`src/eov_pkg.sv`:
```
// eov_pkg: shared widths and command codes for the encoder odometry block.
// No dependencies; imported by the channel interfaces and the top level.
`timescale 1ns / 1ps

package eov_pkg;

    localparam int RAW_W       = 16;  // raw encoder count width
    localparam int ANGLE_W     = 16;  // angle / velocity word width
    localparam int POS_W       = 32;  // accumulated position width
    localparam int VEL_W       = 16;  // filtered velocity width
    localparam int RES_W       = 15;  // resolution register width
    localparam int HIST_DEPTH_DEF = 20;

    localparam logic [RES_W-1:0] RES_RESET = RES_W'(1);

    typedef enum logic {
        CMD_SAMPLE = 1'b0,
        CMD_RESET  = 1'b1
    } t_cmd;

endpackage

```
`src/eov_if.sv`:
```
// eov_if: valid/ready channel interfaces for samples, results and config writes.
// Depends on eov_pkg for field widths.
`timescale 1ns / 1ps

interface eov_sample_if
    import eov_pkg::*;
();
    logic             valid;
    logic             ready;
    logic             command;
    logic [RAW_W-1:0] raw_count;

    modport source (output valid, command, raw_count, input ready);
    modport sink   (input valid, command, raw_count, output ready);
endinterface

interface eov_result_if
    import eov_pkg::*;
();
    logic                    valid;
    logic                    ready;
    logic signed [POS_W-1:0] position;
    logic signed [VEL_W-1:0] velocity;

    modport source (output valid, position, velocity, input ready);
    modport sink   (input valid, position, velocity, output ready);
endinterface

interface eov_cfg_if
    import eov_pkg::*;
();
    logic             valid;
    logic             ready;
    logic [RES_W-1:0] data;

    modport source (output valid, data, input ready);
    modport sink   (input valid, data, output ready);
endinterface

```
`src/encoder_odometry_velocity.sv`:
```
// encoder_odometry_velocity: encoder count to position and filtered velocity.
// Depends on eov_pkg and the channel interfaces in eov_if.sv.
`timescale 1ns / 1ps
//
//  channel    dir  modport  payload
//  ---------  ---  -------  -------------------------------------------
//  i_sample   in   sink     command (1), raw_count (16)
//  o_result   out  source   position (32, signed), velocity (16, signed)
//  i_cfg      in   sink     data: resolution (15), always ready
//
//  From its transfer to o_result.valid a sample passes through the radix-4
//  restoring divider (2 quotient bits per cycle over the 32-bit dividend),
//  then the position update and history write, then the velocity filter,
//  and into the output register. A reset command goes through S_RST to it.
//  One item is in flight; the next is taken while a result still waits in
//  the output register, and the final stage holds while that register is
//  full. Reset (i_rst_n low, synchronous) clears all odometry state, the
//  history valid bits and resolution (to 1); no clearing pass is needed.

module encoder_odometry_velocity
    import eov_pkg::*;
#(
    parameter int HISTORY_DEPTH = HIST_DEPTH_DEF
) (
    input  logic         i_clk,
    input  logic         i_rst_n,
    eov_sample_if.sink   i_sample,
    eov_cfg_if.sink      i_cfg,
    eov_result_if.source o_result
);

    localparam int SLOT_W  = (HISTORY_DEPTH > 1) ? $clog2(HISTORY_DEPTH) : 1;
    localparam int NUM_W   = 2 * RAW_W;          // dividend = |count| << 16
    localparam int DIV_CYC = NUM_W / 2;          // two quotient bits a cycle
    localparam int CNT_W   = $clog2(DIV_CYC);
    localparam logic [SLOT_W-1:0] SLOT_LAST = SLOT_W'(HISTORY_DEPTH - 1);
    localparam logic [CNT_W-1:0]  CNT_LAST  = CNT_W'(DIV_CYC - 1);

    typedef enum logic [4:0] {
        S_IDLE = 5'b00001,
        S_DIV  = 5'b00010,
        S_POS  = 5'b00100,
        S_VEL  = 5'b01000,
        S_RST  = 5'b10000
    } t_state;

    t_state r_state, n_state;

    // configuration
    logic [RES_W-1:0] r_resolution;

    // architectural state
    logic [ANGLE_W-1:0] r_prev_angle;
    logic [POS_W-1:0]   r_pos;
    logic [VEL_W-1:0]   r_vel;
    logic [SLOT_W-1:0]  r_slot;

    // history ring: only the low 16 bits of each position are ever used
    logic [ANGLE_W-1:0]       r_hist_mem [HISTORY_DEPTH];
    logic [HISTORY_DEPTH-1:0] r_hist_vld;
    logic [ANGLE_W-1:0]       r_rd_data;
    logic                     r_rd_vld;

    // divider
    logic [NUM_W-1:0]   r_num, n_num;
    logic [RES_W-1:0]   r_rem, n_rem;
    logic [ANGLE_W-1:0] r_quo, n_quo;
    logic [RES_W-1:0]   r_div;
    logic               r_neg;
    logic [CNT_W-1:0]   r_cnt;
    logic [RES_W:0]     div_trial;

    // output register
    logic                    r_out_valid;
    logic signed [POS_W-1:0] r_out_pos;
    logic signed [VEL_W-1:0] r_out_vel;

    logic               smp_xfer;
    logic               out_free;
    logic [SLOT_W-1:0]  slot_next;
    logic [RAW_W-1:0]   raw_mag;
    logic [ANGLE_W-1:0] angle;
    logic [ANGLE_W-1:0] delta;
    logic [POS_W-1:0]   n_pos;
    logic [VEL_W-1:0]   hist_lo;
    logic [VEL_W-1:0]   diff;
    logic [VEL_W-1:0]   vsum;
    logic [VEL_W-1:0]   n_vel;

    assign i_cfg.ready      = 1'b1;
    assign i_sample.ready   = (r_state == S_IDLE);
    assign smp_xfer         = i_sample.valid && i_sample.ready;
    assign out_free         = !r_out_valid || o_result.ready;

    assign o_result.valid    = r_out_valid;
    assign o_result.position = r_out_pos;
    assign o_result.velocity = r_out_vel;

    assign slot_next = (r_slot == SLOT_LAST) ? '0 : r_slot + 1'b1;

    // |count| as unsigned; 0x8000 maps to 32768
    assign raw_mag = i_sample.raw_count[RAW_W-1]
                   ? RAW_W'(~i_sample.raw_count + 1'b1) : i_sample.raw_count;

    // restoring divider, two steps per cycle
    always_comb begin
        n_rem = r_rem;
        n_num = r_num;
        n_quo = r_quo;
        div_trial = '0;
        for (int k = 0; k < 2; k++) begin
            div_trial = {n_rem, n_num[NUM_W-1]};
            n_num = {n_num[NUM_W-2:0], 1'b0};
            if (div_trial >= {1'b0, r_div}) begin
                n_rem = RES_W'(div_trial - {1'b0, r_div});
                n_quo = {n_quo[ANGLE_W-2:0], 1'b1};
            end else begin
                n_rem = div_trial[RES_W-1:0];
                n_quo = {n_quo[ANGLE_W-2:0], 1'b0};
            end
        end
    end

    // truncation toward zero: divide magnitudes, then restore the sign
    assign angle = r_neg ? ANGLE_W'(~r_quo + 1'b1) : r_quo;
    assign delta = angle - r_prev_angle;
    assign n_pos = r_pos + {{(POS_W-ANGLE_W){delta[ANGLE_W-1]}}, delta};

    // velocity filter; an unwritten history entry reads as zero
    assign hist_lo = r_rd_vld ? r_rd_data : '0;
    assign diff    = r_pos[VEL_W-1:0] - hist_lo;
    assign vsum    = r_vel + diff;
    assign n_vel   = VEL_W'($signed(vsum + {{(VEL_W-1){1'b0}}, vsum[VEL_W-1]}) >>> 1);

    always_comb begin
        n_state = r_state;
        case (r_state)
            S_IDLE: begin
                if (smp_xfer) begin
                    n_state = (i_sample.command == CMD_RESET) ? S_RST : S_DIV;
                end
            end
            S_DIV: begin
                if (r_cnt == CNT_LAST) begin
                    n_state = S_POS;
                end
            end
            S_POS:   n_state = S_VEL;
            S_VEL:   if (out_free) n_state = S_IDLE;
            S_RST:   if (out_free) n_state = S_IDLE;
            default: n_state = S_IDLE;
        endcase
    end

    // control and architectural state
    always_ff @(posedge i_clk) begin
        if (!i_rst_n) begin
            r_state      <= S_IDLE;
            r_resolution <= RES_RESET;
            r_prev_angle <= '0;
            r_pos        <= '0;
            r_vel        <= '0;
            r_slot       <= '0;
            r_hist_vld   <= '0;
            r_rd_vld     <= 1'b0;
            r_cnt        <= '0;
            r_out_valid  <= 1'b0;
        end else begin
            r_state <= n_state;
            if (i_cfg.valid && i_cfg.ready) begin
                r_resolution <= i_cfg.data;
            end
            // load from a final state, else drain on transfer
            if ((r_state == S_VEL || r_state == S_RST) && out_free) begin
                r_out_valid <= 1'b1;
            end else if (o_result.ready) begin
                r_out_valid <= 1'b0;
            end
            case (r_state)
                S_IDLE: begin
                    r_cnt <= '0;
                    if (smp_xfer) begin
                        if (i_sample.command == CMD_RESET) begin
                            r_prev_angle <= '0;
                            r_pos        <= '0;
                            r_vel        <= '0;
                            r_slot       <= '0;
                            r_hist_vld   <= '0;
                        end else begin
                            // oldest entry is the one after the write slot
                            r_rd_vld <= r_hist_vld[slot_next];
                        end
                    end
                end
                S_DIV: r_cnt <= r_cnt + 1'b1;
                S_POS: begin
                    r_prev_angle       <= angle;
                    r_pos              <= n_pos;
                    r_hist_vld[r_slot] <= 1'b1;
                    r_slot             <= slot_next;
                end
                S_VEL: begin
                    if (out_free) begin
                        r_vel <= n_vel;
                    end
                end
                default: ;
            endcase
        end
    end

    // datapath registers, no reset
    always_ff @(posedge i_clk) begin
        if (smp_xfer) begin
            r_num <= {raw_mag, {(NUM_W-RAW_W){1'b0}}};
            r_rem <= '0;
            r_quo <= '0;
            r_neg <= i_sample.raw_count[RAW_W-1];
            r_div <= (r_resolution == '0) ? RES_W'(1) : r_resolution;
        end else if (r_state == S_DIV) begin
            r_num <= n_num;
            r_rem <= n_rem;
            r_quo <= n_quo;
        end
        if (out_free && r_state == S_VEL) begin
            r_out_pos <= r_pos;
            r_out_vel <= n_vel;
        end else if (out_free && r_state == S_RST) begin
            r_out_pos <= '0;
            r_out_vel <= '0;
        end
    end

    // history memory: one write, one registered read
    always_ff @(posedge i_clk) begin
        if (r_state == S_POS) begin
            r_hist_mem[r_slot] <= n_pos[ANGLE_W-1:0];
        end
        if (smp_xfer) begin
            r_rd_data <= r_hist_mem[slot_next];
        end
    end

    // ---------------------------------------------------------------
    // assertions
    // ---------------------------------------------------------------
    a_slot_range: assert property (@(posedge i_clk) disable iff (!i_rst_n)
        r_slot <= SLOT_LAST)
        else $error("history slot out of range");

    a_out_source: assert property (@(posedge i_clk) disable iff (!i_rst_n)
        $rose(r_out_valid) |-> ($past(r_state) == S_VEL || $past(r_state) == S_RST))
        else $error("result loaded outside a final state");

    a_sample_div: assert property (@(posedge i_clk) disable iff (!i_rst_n)
        (smp_xfer && i_sample.command == CMD_SAMPLE) |=> (r_state == S_DIV && r_cnt == '0))
        else $error("sample transfer did not start the divider");

    a_div_to_pos: assert property (@(posedge i_clk) disable iff (!i_rst_n)
        (r_state == S_POS) |-> ($past(r_state) == S_DIV && $past(r_cnt) == CNT_LAST))
        else $error("position update without a full division");

endmodule
```
`src/flat_wrapper.sv`:
```
// flat-port wrapper written by rule: the top's interface ports become plain ports
module encoder_odometry_velocity_flat import eov_pkg::*;
#(
    parameter int HISTORY_DEPTH = HIST_DEPTH_DEF
)
  (i_clk, i_rst_n, i_sample_valid, i_sample_command, i_sample_raw_count, i_sample_ready, i_cfg_valid, i_cfg_data, i_cfg_ready, o_result_valid, o_result_position, o_result_velocity, o_result_ready);
  eov_sample_if i_sample_i ();
  eov_cfg_if i_cfg_i ();
  eov_result_if o_result_i ();
  input  logic i_clk;
  input  logic i_rst_n;
  input wire logic [$bits(i_sample_i.valid)-1:0] i_sample_valid;
  input wire logic [$bits(i_sample_i.command)-1:0] i_sample_command;
  input wire logic [$bits(i_sample_i.raw_count)-1:0] i_sample_raw_count;
  output wire logic [$bits(i_sample_i.ready)-1:0] i_sample_ready;
  input wire logic [$bits(i_cfg_i.valid)-1:0] i_cfg_valid;
  input wire logic [$bits(i_cfg_i.data)-1:0] i_cfg_data;
  output wire logic [$bits(i_cfg_i.ready)-1:0] i_cfg_ready;
  output wire logic [$bits(o_result_i.valid)-1:0] o_result_valid;
  output wire logic [$bits(o_result_i.position)-1:0] o_result_position;
  output wire logic [$bits(o_result_i.velocity)-1:0] o_result_velocity;
  input wire logic [$bits(o_result_i.ready)-1:0] o_result_ready;
  assign i_sample_i.valid = i_sample_valid;
  assign i_sample_i.command = i_sample_command;
  assign i_sample_i.raw_count = i_sample_raw_count;
  assign i_sample_ready = i_sample_i.ready;
  assign i_cfg_i.valid = i_cfg_valid;
  assign i_cfg_i.data = i_cfg_data;
  assign i_cfg_ready = i_cfg_i.ready;
  assign o_result_valid = o_result_i.valid;
  assign o_result_position = o_result_i.position;
  assign o_result_velocity = o_result_i.velocity;
  assign o_result_i.ready = o_result_ready;
  encoder_odometry_velocity #(.HISTORY_DEPTH(HISTORY_DEPTH)) u_core (.i_clk(i_clk), .i_rst_n(i_rst_n), .i_sample(i_sample_i), .i_cfg(i_cfg_i), .o_result(o_result_i));
endmodule
```
`config.mk`:
```
export PLATFORM = sky130hd
export DESIGN_NAME = encoder_odometry_velocity_flat
export DESIGN_NICKNAME = d
export VERILOG_FILES = /design/src/eov_pkg.sv /design/src/eov_if.sv /design/src/encoder_odometry_velocity.sv /design/src/flat_wrapper.sv
export SDC_FILE = /design/constraint.sdc
export NUM_CORES = 1
export LEC_CHECK = 0
export BUFFER_PORTS_ARGS = -buffer_cell sky130_fd_sc_hd__buf_2
export CORE_MARGIN = 2
export CORE_UTILIZATION = 67
export DETAILED_ROUTE_END_ITERATION = 6
export PLACE_DENSITY = 0.95
export SETUP_SLACK_MARGIN = 0.4
export SLEW_MARGIN = 15
export SYNTH_ARGS = -nofsm -noshare
export SYNTH_HDL_FRONTEND = slang
export SYNTH_SLANG_ARGS = --single-unit
export TNS_END_PERCENT = 5
```
`constraint.sdc`:
```
create_clock -name i_clk -period 15.4 [get_ports i_clk]
set_clock_uncertainty 0.1 [all_clocks]
set_input_delay 3.08 -clock i_clk [delete_from_list [all_inputs] [get_ports i_clk]]
set_output_delay 3.08 -clock i_clk [all_outputs]
set_load 0.02 [all_outputs]
```
# Yosys cells after proc, flatten, opt, wreduce, memory -nomap -nowiden
# Memory sizes are Yosys's and may differ from the RTL's. A register that Yosys moved wholly into a read port is not among the register bits.
# Index checks and enable logic that the tools add are counted.
[op_classes] add_sub_neg=11 n_lt_le_gt_ge=5 n_eq_ne=12 n_mux=42 bitwise_logic=4 n_reduce_logical=20
[op_table] operator="$mux 32" n=6
[op_table] operator="$mux 16" n=8
[op_table] operator="$pmux 16 s2" n=2
[op_table] operator="$pmux 32 s2" n=1
[op_table] operator="$mux 20" n=2
[op_table] operator="$pmux 20 s2" n=1
[op_table] operator="$mux 5" n=7
[op_table] operator="$add 16x1->16 const B" n=2
[op_table] operator="$add 32x32->32" n=1
[op_table] operator="$ge 16x15->1" n=2
[op_table] operator="$not 16->16" n=2
[op_table] operator="$sub 16x16->16" n=2
[op_table] operator="$mux 15" n=2
[op_table] operator="$sub 15x15->15" n=2
[op_table] operator="$or 20x20->20" n=1
[op_table] operator="$pmux 5 s4" n=1
[op_table] operator="$add 16x1->16" n=1
[op_table] operator="$add 16x16->16" n=1
[op_table] operator="$logic_not 15->1" n=1
[op_table] operator="$lt 5x6->1 const B" n=2
[op_table] operator="$reduce_bool 2->1" n=6
[op_table] operator="$eq 5x5->1 const B" n=2
[op_table] operator="$pmux 5 s2" n=1
[op_table] operator="$reduce_and 3->1" n=3
[op_table] operator="20 further kinds" n=35
[totals] ff_bits=226 ram_bits=320 input_bits=37 memories=1
[mem_list] memory="u_core.r_hist_mem" words=20 width=16 rd=1 rd_ports_with_merged_regs=1 write_ports=1 line_no="encoder_odometry_velocity.sv:59" rtl="logic [ANGLE_W-1:0] r_hist_mem [HISTORY_DEPTH];"

# Longest topological paths before layout
[depth] ltp_word=6 depth_mapped=25 mapped_depth_nobuf=25

# Worst setup path before layout
# Ideal clock, no wire load.
[synth_path] kind="reg-to-reg" from="register u_core.r_quo[3]" to="register u_core.r_pos[31]" setup_time_ns=0.073 arrival_time_ns=5.944 path_slack_ns=9.282 stages_incl_launch_ff=24 cell_sequence="dfxtp_1 or4_4 or3_2 o31ai_1 nand2_1 xor2_1 ha_1 a21o_1 a21oi_1 nor2b_1 a311oi_1 inv_1 o21bai_1 nand2_1 ha_1 a21oi_1 a21boi_0 a221oi_1 a21boi_0 a41o_1 a311oi_1 a21oi_1 or4_4 o211ai_2"
[synth_between] elab_chain_cells=6
[synth_rtl] item="start: declaration" line_no="encoder_odometry_velocity.sv:67" rtl="logic [ANGLE_W-1:0] r_quo, n_quo;"
[synth_rtl] item="start signal: assignment" line_no="encoder_odometry_velocity.sv:223" rtl="r_quo <= n_quo;"
[synth_rtl] item="$not 16->16" line_no="encoder_odometry_velocity.sv:125" rtl="assign angle = r_neg ? ANGLE_W'(~r_quo + 1'b1) : r_quo;"
[synth_rtl] item="$add 16x1->16" line_no="encoder_odometry_velocity.sv:125"
[synth_rtl] item="$mux 16 *" line_no="encoder_odometry_velocity.sv:125"
[synth_rtl] item="$sub 16x16->16 *" line_no="encoder_odometry_velocity.sv:126" rtl="assign delta = angle - r_prev_angle;"
[synth_rtl] item="$add 32x32->32 *" line_no="encoder_odometry_velocity.sv:127" rtl="assign n_pos = r_pos + {{(POS_W-ANGLE_W){delta[ANGLE_W-1]}}, delta};"
[synth_rtl] item="$pmux 32 s2 *" line_no="encoder_odometry_velocity.sv:179" rtl="case (r_state)"
[synth_rtl] item="end signal: assignment" line_no="encoder_odometry_velocity.sv:198" rtl="r_pos <= n_pos;"
[synth_rtl] item="end: declaration" line_no="encoder_odometry_velocity.sv:54" rtl="logic [POS_W-1:0] r_pos;"
# Mark *: on every way between the ends. The rest lies on a longest branch, timed or not.
# A chain may end at the register's enable or synchronous reset.

# Final worst setup path
[layout_path] from="register u_core.r_quo[3]" to="register u_core.r_pos[29]"
# Same word-level chain as after synthesis.

==> summary.log <==
qor: final_layout.multiInputGateArea 0.01083 mm2
qor: clock_tree.worstSkewPairLatency 650 ps
qor: synth.yosys.cell_types.count 73
qor: run.drv.max_cap_violation_count 0
qor: pwr.max-vdd-ir-drop 0.0002435 V
qor: synth.number_of_cells_produced_by_synthesis 2,129
qor: clock_tree.tritoncts built
qor: sta.timing.final.crit_share 0.4715
qor: clock_tree.ctsHtreeMaxLevel 2
qor: sta.post-route-worst-setup-slack 8139 ps
qor: die.core-area 0.03973 mm2
qor: critical_path.worst-path-max-fanout 17
qor: clock_tree.cts_buffers 52
qor: global_route.grt_first_pass_wirelength 113,100 um
qor: final_layout.design.final.nets 2,377
qor: clock_tree.worst_setup_hold_path_clk_slew 70 ps
qor: routing.ant_nets 0
qor: synth.seq_area_frac_synth 0.5695
qor: final_layout.layout_commonest_cell edfxtp_1
qor: critical_path.worst-path-buf-inv 1
qor: routing.drt-wirelength-per-cell 26.69 um
qor: synth.ys.flop_type edfxtp_1
qor: global_route.grt.total_usage 0.3618
qor: synth.synth_edf_count 415
qor: sta.finalCriticalPeriod 7261 ps
qor: die.ios 88
qor: routing.mean_number_of_vias_per_cell 6.859
qor: sta.worstMarginPinSlew 1238 ps
qor: sta.report.final.slew_viol_count 0
qor: routing.drt_pre_antenna_iters 7
qor: final_layout.final_layout_size_suffix_gt1_frac 0.1603
qor: clock_tree.cts_setup_buffers 0
qor: final_layout.filler_cell_count 2,204
qor: synth.async_reset_ff_frac 0
qor: placed_design.hpwlAfterDp 45,200 um
qor: run_status.outcome complete, but fails checks
qor: synth.post_synth.cell_area_avg 12.67 um2
qor: critical_path.critPathTopFamily compound AO/OA/AOI/OAI gates
qor: clock_tree.ctsRootBufferMaster clkbuf_16
qor: sta.maxClockFrequency 137.7 MHz
qor: hold_path.worst_hold_path_type flop to flop
qor: die.chipHeight 204.7 um
qor: critical_path.critPathArrivalTime 7630 ps
qor: clock_tree.cts_hold_buf 0
qor: critical_path.critical_path_class flop to flop
qor: run_status.failing_checks DRC
qor: sta.finalHoldViolCount 0
qor: synth.synth_area 0.02698 mm2
qor: global_route.global_route.overflow_total 0
qor: critical_path.critPathCaptureType flop
qor: routing.remaining_drc_errors 5
qor: sta.setup_tns 0 ps
qor: global_route.largest_net_degree_at_the_start_of_global_routing 78
qor: sta.max-slew-margin-rel 0.1707
qor: placed_design.numPortBuffers 86
qor: critical_path.cpPeakStageDelay 580 ps
qor: die.die-area 0.04189 mm2
qor: die.chipWidth 204.7 um
qor: global_route.grt_pass1_vias 19,144
qor: critical_path.critical-path-slowest-cell or4_4
qor: synth.ys_ff_latch 560
qor: placed_design.finalWeightedCongestion 0.9325
qor: placed_design.detailedPlace.worstSlack 8438 ps
qor: die.starting_density_of_the_core 0.6790
qor: pwr.leakagePower 10.75 nW
qor: synth.synthesis.nets 2,286
qor: final_layout.regArea 0.01536 mm2
qor: clock_tree.clockBufferDepth 3
qor: final_layout.area_growth 10.58%
qor: routing.route.vias.total 19,151
qor: sta.setup_viol 0
qor: routing.postRouteWirelength 74,520 um
qor: sta.rsz0062_at_grt false
qor: pwr.p_per_area 210.3 mW/mm2
qor: pwr.fin_total_pwr 6.275 mW
qor: routing.detail_route.iter0.violations 2,230
qor: synth.synthesis.yosys.warnings 0
qor: die.std_cell_rows 73
qor: critical_path.path_cells or4_4, or3_2, o31ai_1, nand2_1, xor2_1, ha_1, a21o_1, a21oi_1, nor2b_1, a311oi_1, inv_1, o21bai_1, nand2_1, ha_1, a21oi_1, a21boi_0, a221oi_1, a21boi_0, a41oi_1, o211ai_1, o31ai_1, xor2_1, o21ai_0
qor: clock_tree.clock_sinks 560
qor: critical_path.crit_required 15,770 ps
qor: critical_path.kind_of_start_point_of_the_critical_path flop
qor: global_route.initial_antenna_violation_count 7
qor: final_layout.layout_common_cells edfxtp_1 (415), nand2_1 (154), dfxtp_1 (145)
qor: clock_tree.cts_repair_resize_count 0
==> where the power goes <==
group | internal [mW] | switching (mW)
clock | 0.676 | 0.595
combinational | 0.874 | 1.86
sequential | 2.23 | 0.0396
==> synthesized netlist by cell type, drive strengths merged (32+ instances only) <==
| library cell | number | area share |
|---|---|---|
| a21oi | 104 | 0.019 |
| a22oi | 35 | 0.0097 |
| and2 | 48 | 0.011 |
| clkbuf | 80 | 0.011 |
| dfxtp | 145 | 0.11 |
| edfxtp | 415 | 0.46 |
| ha | 101 | 0.047 |
| inv | 134 | 0.019 |
| mux2i | 32 | 0.012 |
| mux4 | 102 | 0.085 |
| nand2 | 154 | 0.021 |
| nor2 | 123 | 0.017 |
| nor2b | 67 | 0.016 |
| nor3 | 32 | 0.0059 |
| o21ai | 113 | 0.021 |
| xnor2 | 62 | 0.020 |
| xor2 | 54 | 0.018 |
==> state kept, by name, summed over array words and instances (netlist names), 15 cells and up <==
signal                    flops
u_core.r_prev_angle          16
u_core.o_result.position     32
u_core.r_hist_mem           320
u_core.r_vel                 15
u_core.r_rem                 15
u_core.r_rd_data             16
u_core.r_quo                 16
u_core.r_pos                 32
u_core.r_resolution          15
u_core.o_result.velocity     15
u_core.r_num                 16
u_core.r_hist_vld            20
u_core.r_div                 15
==> logic make-up after synthesis <==
kind of cell             synth area share
XOR/XNOR                          0.03794
AND/OR/NAND/NOR                   0.09740
AO/OA/AOI/OAI                     0.09628
flip-flops                         0.5695
buffers and inverters             0.03237
adder cells (fa/ha/maj)           0.06094
other                           0.0001390
multiplexers                       0.1054
==> stage by stage <==
stage               area, um2  hold slack [ps]    util  cells
floorplan               26980            323.4       -   2129
global placement        28100            340.9  0.7073   2688
detailed placement      28100            349.0  0.7073   2688
CTS                     29760            365.6  0.7490   2786
global route            29830            381.0  0.7508   2791
finish                  29830            367.4  0.7508   2792
==> cell type report <==
| class | instances | share of cell area |
|---|---|---|
| multi-input cells | 1340 | 0.3631 |
| repair buffers | 132 | 0.02722 |
| clock buffers | 63 | 0.04601 |
| well taps | 525 | 0.02202 |
| inverters | 134 | 0.01686 |
| diodes | 3 | 0.0002516 |
| clock inverters | 35 | 0.009521 |
| flip-flops and latches | 560 | 0.5150 |
==> layer usage <==
metal	track usage	routed length, um	vias up	share of wire
met3	0.09815	7915	423	0.11
met2	0.5840	35510	1423	0.48
met4	0.2275	5770	4	0.077
met5	0.002381	27	-	0.00036
li1	-	-	8056	-
met1	0.4329	25300	9245	0.34
==> path summary, 6_finish.rpt <==
| check | from | end | slack (ps) | cells past startpoint |
|---|---|---|---|---|
| setup / recovery | u_core.r_quo[3] | u_core.r_pos[29] | 8140 | 23 |
| hold / removal | u_core.r_resolution[14] | u_core.r_div[14] | 370 | 0 |
| setup reg to reg | u_core.r_quo[3] | u_core.r_pos[29] | 8140 | 23 |
| hold reg to reg | u_core.r_resolution[14] | u_core.r_div[14] | 370 | 0 |
Note: power is estimated with default switching activity, not from simulation.
